`src/rtl/sha1md_pkg.sv`:
```
// Shared types, constants and helper functions of the SHA-1 digest block.
`default_nettype none

package sha1md_pkg;

  // Default depth of the item queue between front and back
  localparam int QUEUE_DEPTH_DEF = 4;

  localparam int          ROUNDS   = 80;
  localparam logic [7:0]  PAD_BYTE = 8'h80;
  localparam logic [2:0]  LAST_IDX = 3'd4;

  localparam logic [31:0] K_CH  = 32'h5A827999;
  localparam logic [31:0] K_PA1 = 32'h6ED9EBA1;
  localparam logic [31:0] K_MAJ = 32'h8F1BBCDC;
  localparam logic [31:0] K_PA2 = 32'hCA62C1D6;

  // Initial hash words, H_INIT[0] is H0
  localparam logic [4:0][31:0] H_INIT = {
    32'hC3D2E1F0, 32'h10325476, 32'h98BADCFE, 32'hEFCDAB89, 32'h67452301
  };

  // One queued item as the back end sees it
  typedef struct packed {
    logic       has_byte;
    logic       end_msg;
    logic [7:0] data;
  } sha1md_item_t;

  // Working variables of the compression
  typedef struct packed {
    logic [31:0] a;
    logic [31:0] b;
    logic [31:0] c;
    logic [31:0] d;
    logic [31:0] e;
  } sha1md_vars_t;

  function automatic logic [31:0] rotl(input logic [31:0] x, input int n);
    return (x << n) | (x >> (32 - n));
  endfunction

endpackage

`default_nettype wire

```
`src/rtl/sha1md_in_if.sv`:
```
// Input channel: one message byte item with its flags.
`default_nettype none

interface sha1md_in_if;
  logic       valid;
  logic       ready;
  logic [7:0] data_byte;
  logic       has_byte;
  logic       end_of_message;

  modport source (output valid, output data_byte, output has_byte,
                  output end_of_message, input ready);
  modport sink   (input valid, input data_byte, input has_byte,
                  input end_of_message, output ready);
endinterface

`default_nettype wire

```
`src/rtl/sha1md_out_if.sv`:
```
// Output channel: one digest word item with its position.
`default_nettype none

interface sha1md_out_if;
  logic        valid;
  logic        ready;
  logic [31:0] digest_word;
  logic [2:0]  word_index;
  logic        last_word;

  modport source (output valid, output digest_word, output word_index,
                  output last_word, input ready);
  modport sink   (input valid, input digest_word, input word_index,
                  input last_word, output ready);
endinterface

`default_nettype wire

```
`src/rtl/sha1md_front.sv`:
```
// Front end: accepts input items, drops idle ones and queues the rest.
`default_nettype none

module sha1md_front
  import sha1md_pkg::*;
#(
  parameter int DEPTH = QUEUE_DEPTH_DEF
) (
  input  logic         clk,
  input  logic         rst,
  sha1md_in_if.sink    msg,
  output logic         q_valid,
  input  logic         q_ready,
  output sha1md_item_t q_item
);

  localparam int PW = (DEPTH > 1) ? $clog2(DEPTH) : 1;
  localparam int CW = $clog2(DEPTH + 1);

  sha1md_item_t   slots [DEPTH];
  logic [PW-1:0]  wr_ptr;
  logic [PW-1:0]  rd_ptr;
  logic [CW-1:0]  fill;
  logic           push;
  logic           pop;

  function automatic logic [PW-1:0] next_ptr(input logic [PW-1:0] p);
    return (p == PW'(DEPTH - 1)) ? '0 : p + 1'b1;
  endfunction

  assign msg.ready = (fill != CW'(DEPTH));
  // an item with neither a byte nor the end flag changes nothing: drop it
  assign push      = msg.valid && msg.ready && (msg.has_byte || msg.end_of_message);
  assign q_valid   = (fill != '0);
  assign pop       = q_valid && q_ready;
  assign q_item    = slots[rd_ptr];

  always_ff @(posedge clk) begin
    if (rst) begin
      wr_ptr <= '0;
      rd_ptr <= '0;
      fill   <= '0;
    end else begin
      if (push) wr_ptr <= next_ptr(wr_ptr);
      if (pop)  rd_ptr <= next_ptr(rd_ptr);
      if (push && !pop)      fill <= fill + 1'b1;
      else if (pop && !push) fill <= fill - 1'b1;
    end
  end

  always_ff @(posedge clk) begin
    if (push) begin
      slots[wr_ptr] <= '{has_byte: msg.has_byte, end_msg: msg.end_of_message,
                         data: msg.data_byte};
    end
  end

endmodule

`default_nettype wire

```
`src/rtl/sha1md_round.sv`:
```
// One SHA-1 round and the next message schedule word.
`default_nettype none

module sha1md_round
  import sha1md_pkg::*;
(
  input  logic [6:0]   round,
  input  sha1md_vars_t vars,
  input  logic [31:0]  w0,
  input  logic [31:0]  w2,
  input  logic [31:0]  w8,
  input  logic [31:0]  w13,
  output sha1md_vars_t vars_next,
  output logic [31:0]  w_new
);

  logic [31:0] f;
  logic [31:0] k;
  logic [31:0] tmp;

  always_comb begin
    if (round < 7'd20) begin
      f = (vars.b & vars.c) | (~vars.b & vars.d);
      k = K_CH;
    end else if (round < 7'd40) begin
      f = vars.b ^ vars.c ^ vars.d;
      k = K_PA1;
    end else if (round < 7'd60) begin
      f = (vars.b & vars.c) | (vars.b & vars.d) | (vars.c & vars.d);
      k = K_MAJ;
    end else begin
      f = vars.b ^ vars.c ^ vars.d;
      k = K_PA2;
    end
    tmp       = rotl(vars.a, 5) + f + vars.e + k + w0;
    vars_next = '{a: tmp, b: vars.a, c: rotl(vars.b, 30), d: vars.c, e: vars.d};
    w_new     = rotl(w13 ^ w8 ^ w2 ^ w0, 1);
  end

endmodule

`default_nettype wire

```
`src/rtl/sha1md_back.sv`:
```
// Back end: packs bytes, pads, runs the compression and emits the digest.
`default_nettype none

module sha1md_back
  import sha1md_pkg::*;
(
  input  logic          clk,
  input  logic          rst,
  input  logic          q_valid,
  output logic          q_ready,
  input  sha1md_item_t  q_item,
  sha1md_out_if.source  digest
);

  typedef enum logic [2:0] {
    S_IDLE, S_PAD80, S_PADZ, S_LEN, S_ROUND, S_ADD, S_EMIT
  } state_t;

  state_t            state;
  state_t            ret_state;
  logic [15:0][31:0] blk;       // word 15 is block word 0
  logic [5:0]        pos;
  logic [60:0]       cnt;
  logic [63:0]       len;
  logic [4:0][31:0]  h;
  sha1md_vars_t      v;
  sha1md_vars_t      v_next;
  logic [31:0]       w_new;
  logic [6:0]        rnd;
  logic [2:0]        widx;
  logic              dvalid;
  logic [31:0]       dword;
  logic [2:0]        didx;
  logic              dlast;

  sha1md_round u_round (
    .round     (rnd),
    .vars      (v),
    .w0        (blk[15]),
    .w2        (blk[13]),
    .w8        (blk[7]),
    .w13       (blk[2]),
    .vars_next (v_next),
    .w_new     (w_new)
  );

  assign q_ready            = (state == S_IDLE);
  assign digest.valid       = dvalid;
  assign digest.digest_word = dword;
  assign digest.word_index  = didx;
  assign digest.last_word   = dlast;

  always_ff @(posedge clk) begin
    if (rst) begin
      state     <= S_IDLE;
      ret_state <= S_IDLE;
      pos       <= '0;
      cnt       <= '0;
      h         <= H_INIT;
      widx      <= '0;
      dvalid    <= 1'b0;
    end else begin
      // outside S_EMIT a taken word leaves the output register empty
      if (dvalid && digest.ready && (state != S_EMIT)) dvalid <= 1'b0;
      unique case (state)
        S_IDLE: begin
          if (q_valid) begin
            if (q_item.has_byte) begin
              blk <= 512'({blk, q_item.data});
              cnt <= cnt + 61'd1;
              pos <= pos + 6'd1;
              if (pos == 6'd63) begin
                state     <= S_ROUND;
                ret_state <= q_item.end_msg ? S_PAD80 : S_IDLE;
                v         <= '{a: h[0], b: h[1], c: h[2], d: h[3], e: h[4]};
                rnd       <= '0;
              end else if (q_item.end_msg) begin
                state <= S_PAD80;
              end
            end else if (q_item.end_msg) begin
              state <= S_PAD80;
            end
          end
        end
        S_PAD80: begin
          len <= {cnt, 3'b000};
          blk <= 512'({blk, PAD_BYTE});
          pos <= pos + 6'd1;
          if (pos == 6'd63) begin
            state     <= S_ROUND;
            ret_state <= S_PADZ;
            v         <= '{a: h[0], b: h[1], c: h[2], d: h[3], e: h[4]};
            rnd       <= '0;
          end else begin
            state <= S_PADZ;
          end
        end
        S_PADZ: begin
          if (pos == 6'd56) begin
            state <= S_LEN;
          end else begin
            blk <= 512'({blk, 8'h00});
            pos <= pos + 6'd1;
            if (pos == 6'd63) begin
              state     <= S_ROUND;
              ret_state <= S_PADZ;
              v         <= '{a: h[0], b: h[1], c: h[2], d: h[3], e: h[4]};
              rnd       <= '0;
            end
          end
        end
        S_LEN: begin
          blk <= 512'({blk, len[63:56]});
          len <= {len[55:0], 8'h00};
          pos <= pos + 6'd1;
          if (pos == 6'd63) begin
            state     <= S_ROUND;
            ret_state <= S_EMIT;
            v         <= '{a: h[0], b: h[1], c: h[2], d: h[3], e: h[4]};
            rnd       <= '0;
          end
        end
        S_ROUND: begin
          v   <= v_next;
          blk <= {blk[14:0], w_new};
          rnd <= rnd + 7'd1;
          if (rnd == 7'(ROUNDS - 1)) state <= S_ADD;
        end
        S_ADD: begin
          h[0]  <= h[0] + v.a;
          h[1]  <= h[1] + v.b;
          h[2]  <= h[2] + v.c;
          h[3]  <= h[3] + v.d;
          h[4]  <= h[4] + v.e;
          state <= ret_state;
        end
        S_EMIT: begin
          if (!dvalid || digest.ready) begin
            dword  <= h[widx];
            didx   <= widx;
            dlast  <= (widx == LAST_IDX);
            dvalid <= 1'b1;
            if (widx == LAST_IDX) begin
              widx  <= '0;
              h     <= H_INIT;
              cnt   <= '0;
              pos   <= '0;
              state <= S_IDLE;
            end else begin
              widx <= widx + 3'd1;
            end
          end
        end
        default: state <= S_IDLE;
      endcase
    end
  end

endmodule

`default_nettype wire

```
`src/rtl/sha1_message_digest.sv`:
```
// Top level of the SHA-1 digest block: front queue, back sequencer, checks.
//
//   channel  dir  payload                                 accepted when
//   msg      in   data_byte, has_byte, end_of_message      valid && ready
//   digest   out  digest_word, word_index, last_word       valid && ready
//
// The back end takes one byte per cycle from the queue while it is not
// compressing; every 64th byte starts a compression (80 rounds on one
// round unit, then the final add), and no byte is taken meanwhile. The end
// of a message shifts padding bytes one per cycle into the block register
// (the marker, zeros, then the length, with one more step to turn to the
// length), then runs one or two compressions and emits five digest words.
// Reset (rst, synchronous) loads the initial hash words and empties the
// queue. The queue keeps taking items while the back end compresses; msg
// stalls only when it is full. The fifth digest word holds in the output
// register while the back end goes on with the next message; an earlier
// waiting word holds the back end until it is taken.
`default_nettype none

module sha1_message_digest
  import sha1md_pkg::*;
#(
  parameter int QUEUE_DEPTH = QUEUE_DEPTH_DEF
) (
  input  logic         clk,
  input  logic         rst,
  sha1md_in_if.sink    msg,
  sha1md_out_if.source digest
);

  logic         q_valid;
  logic         q_ready;
  sha1md_item_t q_item;

  // accept and queue items
  sha1md_front #(
    .DEPTH (QUEUE_DEPTH)
  ) u_front (
    .clk     (clk),
    .rst     (rst),
    .msg     (msg),
    .q_valid (q_valid),
    .q_ready (q_ready),
    .q_item  (q_item)
  );

  // pack, pad, compress and emit
  sha1md_back u_back (
    .clk     (clk),
    .rst     (rst),
    .q_valid (q_valid),
    .q_ready (q_ready),
    .q_item  (q_item),
    .digest  (digest)
  );

  // the front drops idle items, so the queue never offers one
  a_queue_no_idle: assert property (@(posedge clk) disable iff (rst)
    q_valid |-> (q_item.has_byte || q_item.end_msg))
    else $error("idle item reached the back end");

  // digest words leave as one unbroken burst in order
  a_word_burst: assert property (@(posedge clk) disable iff (rst)
    (digest.valid && digest.ready && !digest.last_word) |=>
      (digest.valid && (digest.word_index == $past(digest.word_index) + 3'd1)))
    else $error("digest word missing or out of order");

  // the last flag marks the fifth word and only that one
  a_last_marks_fifth: assert property (@(posedge clk) disable iff (rst)
    digest.valid |-> (digest.last_word == (digest.word_index == LAST_IDX)))
    else $error("last_word does not match word_index");

endmodule

`default_nettype wire

```
`src/flat_wrapper.sv`:
```
// flat-port wrapper written by rule: the top's interface ports become plain ports
module sha1_message_digest_flat import sha1md_pkg::*;
#(
  parameter int QUEUE_DEPTH = QUEUE_DEPTH_DEF
)
  (clk, rst, msg_valid, msg_data_byte, msg_has_byte, msg_end_of_message, msg_ready, digest_valid, digest_digest_word, digest_word_index, digest_last_word, digest_ready);
  sha1md_in_if msg_i ();
  sha1md_out_if digest_i ();
  input  logic clk;
  input  logic rst;
  input wire logic [$bits(msg_i.valid)-1:0] msg_valid;
  input wire logic [$bits(msg_i.data_byte)-1:0] msg_data_byte;
  input wire logic [$bits(msg_i.has_byte)-1:0] msg_has_byte;
  input wire logic [$bits(msg_i.end_of_message)-1:0] msg_end_of_message;
  output wire logic [$bits(msg_i.ready)-1:0] msg_ready;
  output wire logic [$bits(digest_i.valid)-1:0] digest_valid;
  output wire logic [$bits(digest_i.digest_word)-1:0] digest_digest_word;
  output wire logic [$bits(digest_i.word_index)-1:0] digest_word_index;
  output wire logic [$bits(digest_i.last_word)-1:0] digest_last_word;
  input wire logic [$bits(digest_i.ready)-1:0] digest_ready;
  assign msg_i.valid = msg_valid;
  assign msg_i.data_byte = msg_data_byte;
  assign msg_i.has_byte = msg_has_byte;
  assign msg_i.end_of_message = msg_end_of_message;
  assign msg_ready = msg_i.ready;
  assign digest_valid = digest_i.valid;
  assign digest_digest_word = digest_i.digest_word;
  assign digest_word_index = digest_i.word_index;
  assign digest_last_word = digest_i.last_word;
  assign digest_i.ready = digest_ready;
  sha1_message_digest #(.QUEUE_DEPTH(QUEUE_DEPTH)) u_core (.clk(clk), .rst(rst), .msg(msg_i), .digest(digest_i));
endmodule
```
`config.mk`:
```
export PLATFORM = sky130hd
export DESIGN_NAME = sha1_message_digest_flat
export DESIGN_NICKNAME = d
export VERILOG_FILES = /design/src/rtl/sha1md_pkg.sv /design/src/rtl/sha1md_in_if.sv /design/src/rtl/sha1md_out_if.sv /design/src/rtl/sha1md_front.sv /design/src/rtl/sha1md_round.sv /design/src/rtl/sha1md_back.sv /design/src/rtl/sha1_message_digest.sv /design/src/flat_wrapper.sv
export SDC_FILE = /design/constraint.sdc
export NUM_CORES = 2
export LEC_CHECK = 0
export ABC_AREA = 1
export BUFFER_PORTS_ARGS = -buffer_cell sky130_fd_sc_hd__buf_4
export CAP_MARGIN = 20
export CORE_MARGIN = 2
export CORE_UTILIZATION = 30
export DETAILED_ROUTE_END_ITERATION = 8
export GPL_ROUTABILITY_DRIVEN = 0
export PLACE_DENSITY_LB_ADDON = 0.12
export SLEW_MARGIN = 20
export SYNTH_ARGS = -nofsm -noshare
export SYNTH_HDL_FRONTEND = slang
export SYNTH_SLANG_ARGS = --single-unit
```
`constraint.sdc`:
```
create_clock -name clk -period 235 [get_ports clk]
set_clock_uncertainty 0.15 [all_clocks]
set_input_delay 70.5 -clock clk [delete_from_list [all_inputs] [get_ports clk]]
set_output_delay 70.5 -clock clk [all_outputs]
set_load 0.03 [all_outputs]
```
# After elaboration in Yosys (flattened, before gate mapping)
# Memory sizes are Yosys's and may differ from the RTL's. A register that Yosys moved wholly into a read port is not among the register bits.
# Cells that the tools add are included.
[op_classes]
n_addsub = 17
n_lt_le_gt_ge = 4
n_eq_ne = 22
n_mux = 68
bitwise_logic = 17
reduce_logical = 33
[op_table]
columns = ["cell", "n"]
rows = [
  ["$pmux W512 S5", 1],
  ["$mux W512", 3],
  ["$mux W160", 6],
  ["$pmux W160 S4", 1],
  ["$pmux W160 S2", 1],
  ["$add A32 B32 Y32", 9],
  ["$mux W61", 4],
  ["$mux W32", 6],
  ["$xor A32 B32 Y32", 5],
  ["$and A32 B32 Y32", 4],
  ["$pmux W64 S2", 1],
  ["$pmux W61 S2", 1],
  ["$bmux W32 S3", 1],
  ["$or A32 B32 Y32", 3],
  ["$add A61 B1 Y61 const B", 1],
  ["$mux W3", 19],
  ["$not A32 Y32", 1],
  ["$or A32 B1 Y32", 1],
  ["$or A32 B30 Y32", 1],
  ["$or A32 B5 Y32", 1],
  ["$mux W31", 1],
  ["$mux W6", 5],
  ["$mux W7", 4],
  ["$pmux W7 S4", 1],
  ["other kinds (37)", 80],
]
[word_totals]
reg_bits = 1023
mem_bits_rw = 40
in_bits = 14
out_inout_bits = 38
wordCells = 202
n_memories = 1
[mem_list]
columns = ["memory", "words", "word_bits", "rd", "rd_ports_with_merged_regs", "wr", "line_no", "text"]
rows = [
  ["u_core.u_front.slots", 4, 10, 1, 1, 1, "sha1md_front.sv:20", "sha1md_item_t slots [DEPTH];"],
]

# Depth between registers and ports, before layout
[logic_depth]
ltp_word = 11
mapped_depth = 25
ltp_nobuf = 23

# Modules after synthesis
# From an unflattened synthesis, not the netlist that was laid out.
[unflattened]
cells_unflattened = 8599
hier_area_um2 = 65756.8
[modules_own_cells]
columns = ["module", "n_inst", "cells_each", "area_each_um2", "seq_area_each_um2"]
rows = [
  ["sha1md_back", 1, 7263, 55445.7, 28046.9],
  ["sha1md_round", 1, 1166, 8305.5, 0.0],
  ["sha1md_front", 1, 170, 2005.7, 1381.3],
]

# Worst setup path after synthesis
# OpenSTA, ideal clock, no wires.
[synth_path]
kind = "input to register"
startpoint = "in rst"
endpoint = "reg u_core.u_back.rnd[0] (enable)"
setup_time_ns = 0.547
t_arrival_ns = 157.625
required_ns = 234.303
path_slack_ns = 76.678
stages = 5
n_path_buf = 1
path_cell_list = "clkbuf_1 > inv_1 > o21ai_0 > a2111oi_0 > and2_1"
[synth_between]
elab_chain_cells = 2
[synth_rtl]
columns = ["item", "line_no", "text"]
rows = [
  ["start, declared", "flat_wrapper.sv:10", "input logic rst;"],
  ["$not A1 Y1 (no source line)", "-", ""],
  ["$reduce_and A5 Y1 (no source line)", "-", ""],
  ["end signal, assigned", "sha1md_back.sv:126", "rnd <= rnd + 7'd1;"],
  ["end, declared", "sha1md_back.sv:29", "logic [6:0] rnd;"],
]
# Every way passes these cells.
# A chain may end at the register's enable or synchronous reset.

# Final worst setup path
[layout_path]
startpoint = "in rst"
endpoint = "reg u_core.u_back.blk[132] (netlist bit) (enable)"
[layout_between]
elab_chain_cells = 2
[layout_rtl]
columns = ["item", "line_no", "text"]
rows = [
  ["$not A1 Y1 (no source line)", "-", ""],
  ["$reduce_and A5 Y1 (no source line)", "-", ""],
  ["end signal, assigned", "sha1md_back.sv:69", "blk <= 512'({blk, q_item.data});"],
  ["end signal, assigned", "sha1md_back.sv:87", "blk <= 512'({blk, PAD_BYTE});"],
  ["end signal, assigned", "sha1md_back.sv:102", "blk <= 512'({blk, 8'h00});"],
  ["end, declared", "sha1md_back.sv:21", "logic [15:0][31:0] blk;"],
]
# Every way passes these cells.

==> qor.txt <==
Worst Tran Pin Value: 1.15 ns
Routed via count: 54,600
Register area share after synthesis: 0.458
Commonest cells after routing, fill and taps aside: nand2_1, inv_1, edfxtp_1
Post-Synthesis Cell Area: 64,200 µm²
Starting density of the core: 0.302
Post-CTS Hold Fix Bufs: 0
I/O pin count: 52
Final worst-path cycle share: 0.323
Cell Chain, Critical Path: clkbuf_8 > inv_1 > buf_4 > o21ai_0 > a2111oi_2 > buf_4 > buf_4 > buf_4 > buf_4 > buf_4
Critical Path AT: 76.21 ns
Pwr dens: 7.68 nW/µm²
Kind of critical path: in -> reg
DRT iter0 DRCs: 4,986
Endpoints failing setup: 0
CP Launch Type: input pin
Synth Net Count: 8,634
Total Routing Usage GR: 0.210
Hold Crit Class: reg -> reg
Yosys Warn Count: 0
Clock Sinks: 1,062
Nets: 8,590
Post-synthesis register bit count: 1,062
Required time of the critical path: 235.25 ns
Maximum VDD drop: 0.00985 mV
Vias per cell: 4.88
Top-area cell type share of the netlist area: 0.382
Slew Viols, Final: 0
Initial antenna violation count: 5
Largest cells by area after synthesis: edfxtp_1, nand2_1, dfxtp_1, inv_1, o21ai_0
Slowest cell delay on critical path: 0.87 ns
Area Overhead vs Synth: 12.2%
Clk_lat worst skew: 0.80 ns
Total congestion overflow: 0
HPWL Detailed: 172,000 µm
Post-CTS Setup Bufs: 0
Pre-CTS WS: 158.15 ns
Core area: 213,000 µm²
Max-cap violations: 0
Die W: 467 µm
Outcome: completed
Fillers: 22,500
Input/output buffers: 51
Clock Tree Buf Depth: 3
Critical path's most frequent cell: buf_4
CP endpoint kind: flip-flop
RSZ-0062 raised after global routing: false
Cells after synthesis: 8,289
F_max: 13.2 MHz
Die ar.: 218,000 µm²
Clk slew on worst S/H paths: 0.06 ns
Commonest non-fill, non-tap cell in the layout: nand2_1
Routed WL: 231,000 µm
Netlist cell types: 51
Layout cells sized above 1: 0.0415
Row count: 169
Root Buffer: clkbuf_16
Minimum clock period: 75.96 ns
Leak: 31.3 nW
Max_slew headroom: 0.226
CTS buffer count: 139
Post-DRT Antenna Nets: 0
Chip Height: 467 µm
Number of global-route vias before repair: 53,100
Drt first pass iters: 6
# DRC: 0
Mean Syn Cell Area: 7.75 µm²
Maximum number of pins on one net before global-route repair: 222
CTS resizes: 0
CTS H-tree lvls: 4
TNS Setup: 0 ns
WL/cell: 20.7 µm
First-pass GRT wire length: 343,000 µm
Max stage delay cell, worst path: buf_4
CTS tree: yes
Setup WS post-layout: 159.04 ns
CP max FO: 75
Hold violation total from the final report: 0
Post-synth top area cell: edfxtp_1
==> state kept, by name, summed over array words and instances, names as in the netlist, 2 cells and up, named ones only <==
signal,flops
u_core.u_back.state,3
u_core.u_front.slots,40
u_core.u_back.digest.word_index,3
u_core.u_front.fill,3
u_core.u_back.v,160
u_core.u_back.blk,512
u_core.u_back.h,160
u_core.u_back.len,61
u_core.u_front.wr_ptr,2
u_core.u_back.cnt,61
u_core.u_front.rd_ptr,2
u_core.u_back.ret_state,3
u_core.u_back.pos,6
u_core.u_back.rnd,7
u_core.u_back.digest.digest_word,32
u_core.u_back.widx,3
==> report_power, final <==
part / internal (mW) / switching (mW) / leakage, nW
combinational: 0.0178 / 0.0549 / 20.0
sequential: 0.247 / 0.0146 / 9.09
clock: 0.130 / 0.0896 / 2.24
==> metrics by stage <==
step,hold WS (ns),cells,cell area (µm²),total power [mW],utilization
floorplan,0.285,8289,64200,0.421,-
global placement,0.304,10900,67500,0.339,0.317
detailed placement,0.307,10900,67500,0.340,0.317
CTS,0.318,11200,72100,0.562,0.339
global route,0.348,11200,72100,0.579,0.339
finish,0.319,11200,72100,0.553,0.339
==> Yosys cell counts (all sizes together) <==
cell type,n
nand2,2668
inv,1317
edfxtp,816
o21ai,812
nor2,461
a21oi,446
nand3,437
dfxtp,246
clkbuf,216
ha,213
fa,118
nand4,91
nor3,79
xor2,74
xnor2,68
buf,67
a211oi,29
o21bai,20
nand3b,18
a221oi,17
or2,11
a21o,10
o211ai,9
o21a,8
and2,6
a21boi,5
nor4,5
a22oi,4
o221ai,4
o22ai,4
and3,3
a31oi,2
a2111oi,1
a311oi,1
a41oi,1
clkinv,1
o211a,1
==> worst max-delay path: cells and delay by family <==
kind	cells	cell delay (ns)
AOI/OAI and AO/OA	2	0.55
buffers and inverters	8	4.87
==> layer usage <==
layer  vias to the layer above  global-route usage  share of wire
met5                         -                   0       0.000056
li1                      26700                   -              -
met3                       320              0.0257          0.051
met1                     26100               0.290           0.46
met4                         2              0.0660          0.031
met2                      1421               0.340           0.46
==> layout make-up <==
cell class,count,area [µm²],area share
clock inverter,64,806,0.0112
multi-input combinational,5626,28800,0.399
tap,2821,3530,0.0490
sequential,1062,29400,0.408
antenna,3,7.51,0.000104
clock buffer,188,3810,0.0528
inverter,1318,4960,0.0688
timing repair buffer,98,779,0.0108
==> logic make-up (layout without fill, tap and decap cells) <==
group | after synthesis | after routing | share of synthesized area
and+or+nand+nor | 3779 | 3779 | 0.237
adders and majority gates | 331 | 331 | 0.0783
DFF | 1062 | 1062 | 0.458
other | 0 | 3 | 0
buffers and inverters | 1601 | 1668 | 0.0947
xor gates and xnor gates | 142 | 142 | 0.0194
AOI/OAI and AO/OA | 1374 | 1374 | 0.112
==> worst paths after layout <==
| path | from | slack [ns] | end | cells after the start |
|---|---|---|---|---|
| max | rst | 159.04 | u_core.u_back.blk[132] | 10 |
| max reg2reg | flip-flop | 228.26 | u_core.u_back.blk[132] | 10 |
| min reg2reg | u_core.u_back.ret_state[0] | 0.32 | u_core.u_back.ret_state[0] | 2 |
| min | u_core.u_back.ret_state[0] | 0.32 | u_core.u_back.ret_state[0] | 2 |
Power figures use the tool's default switching activity.
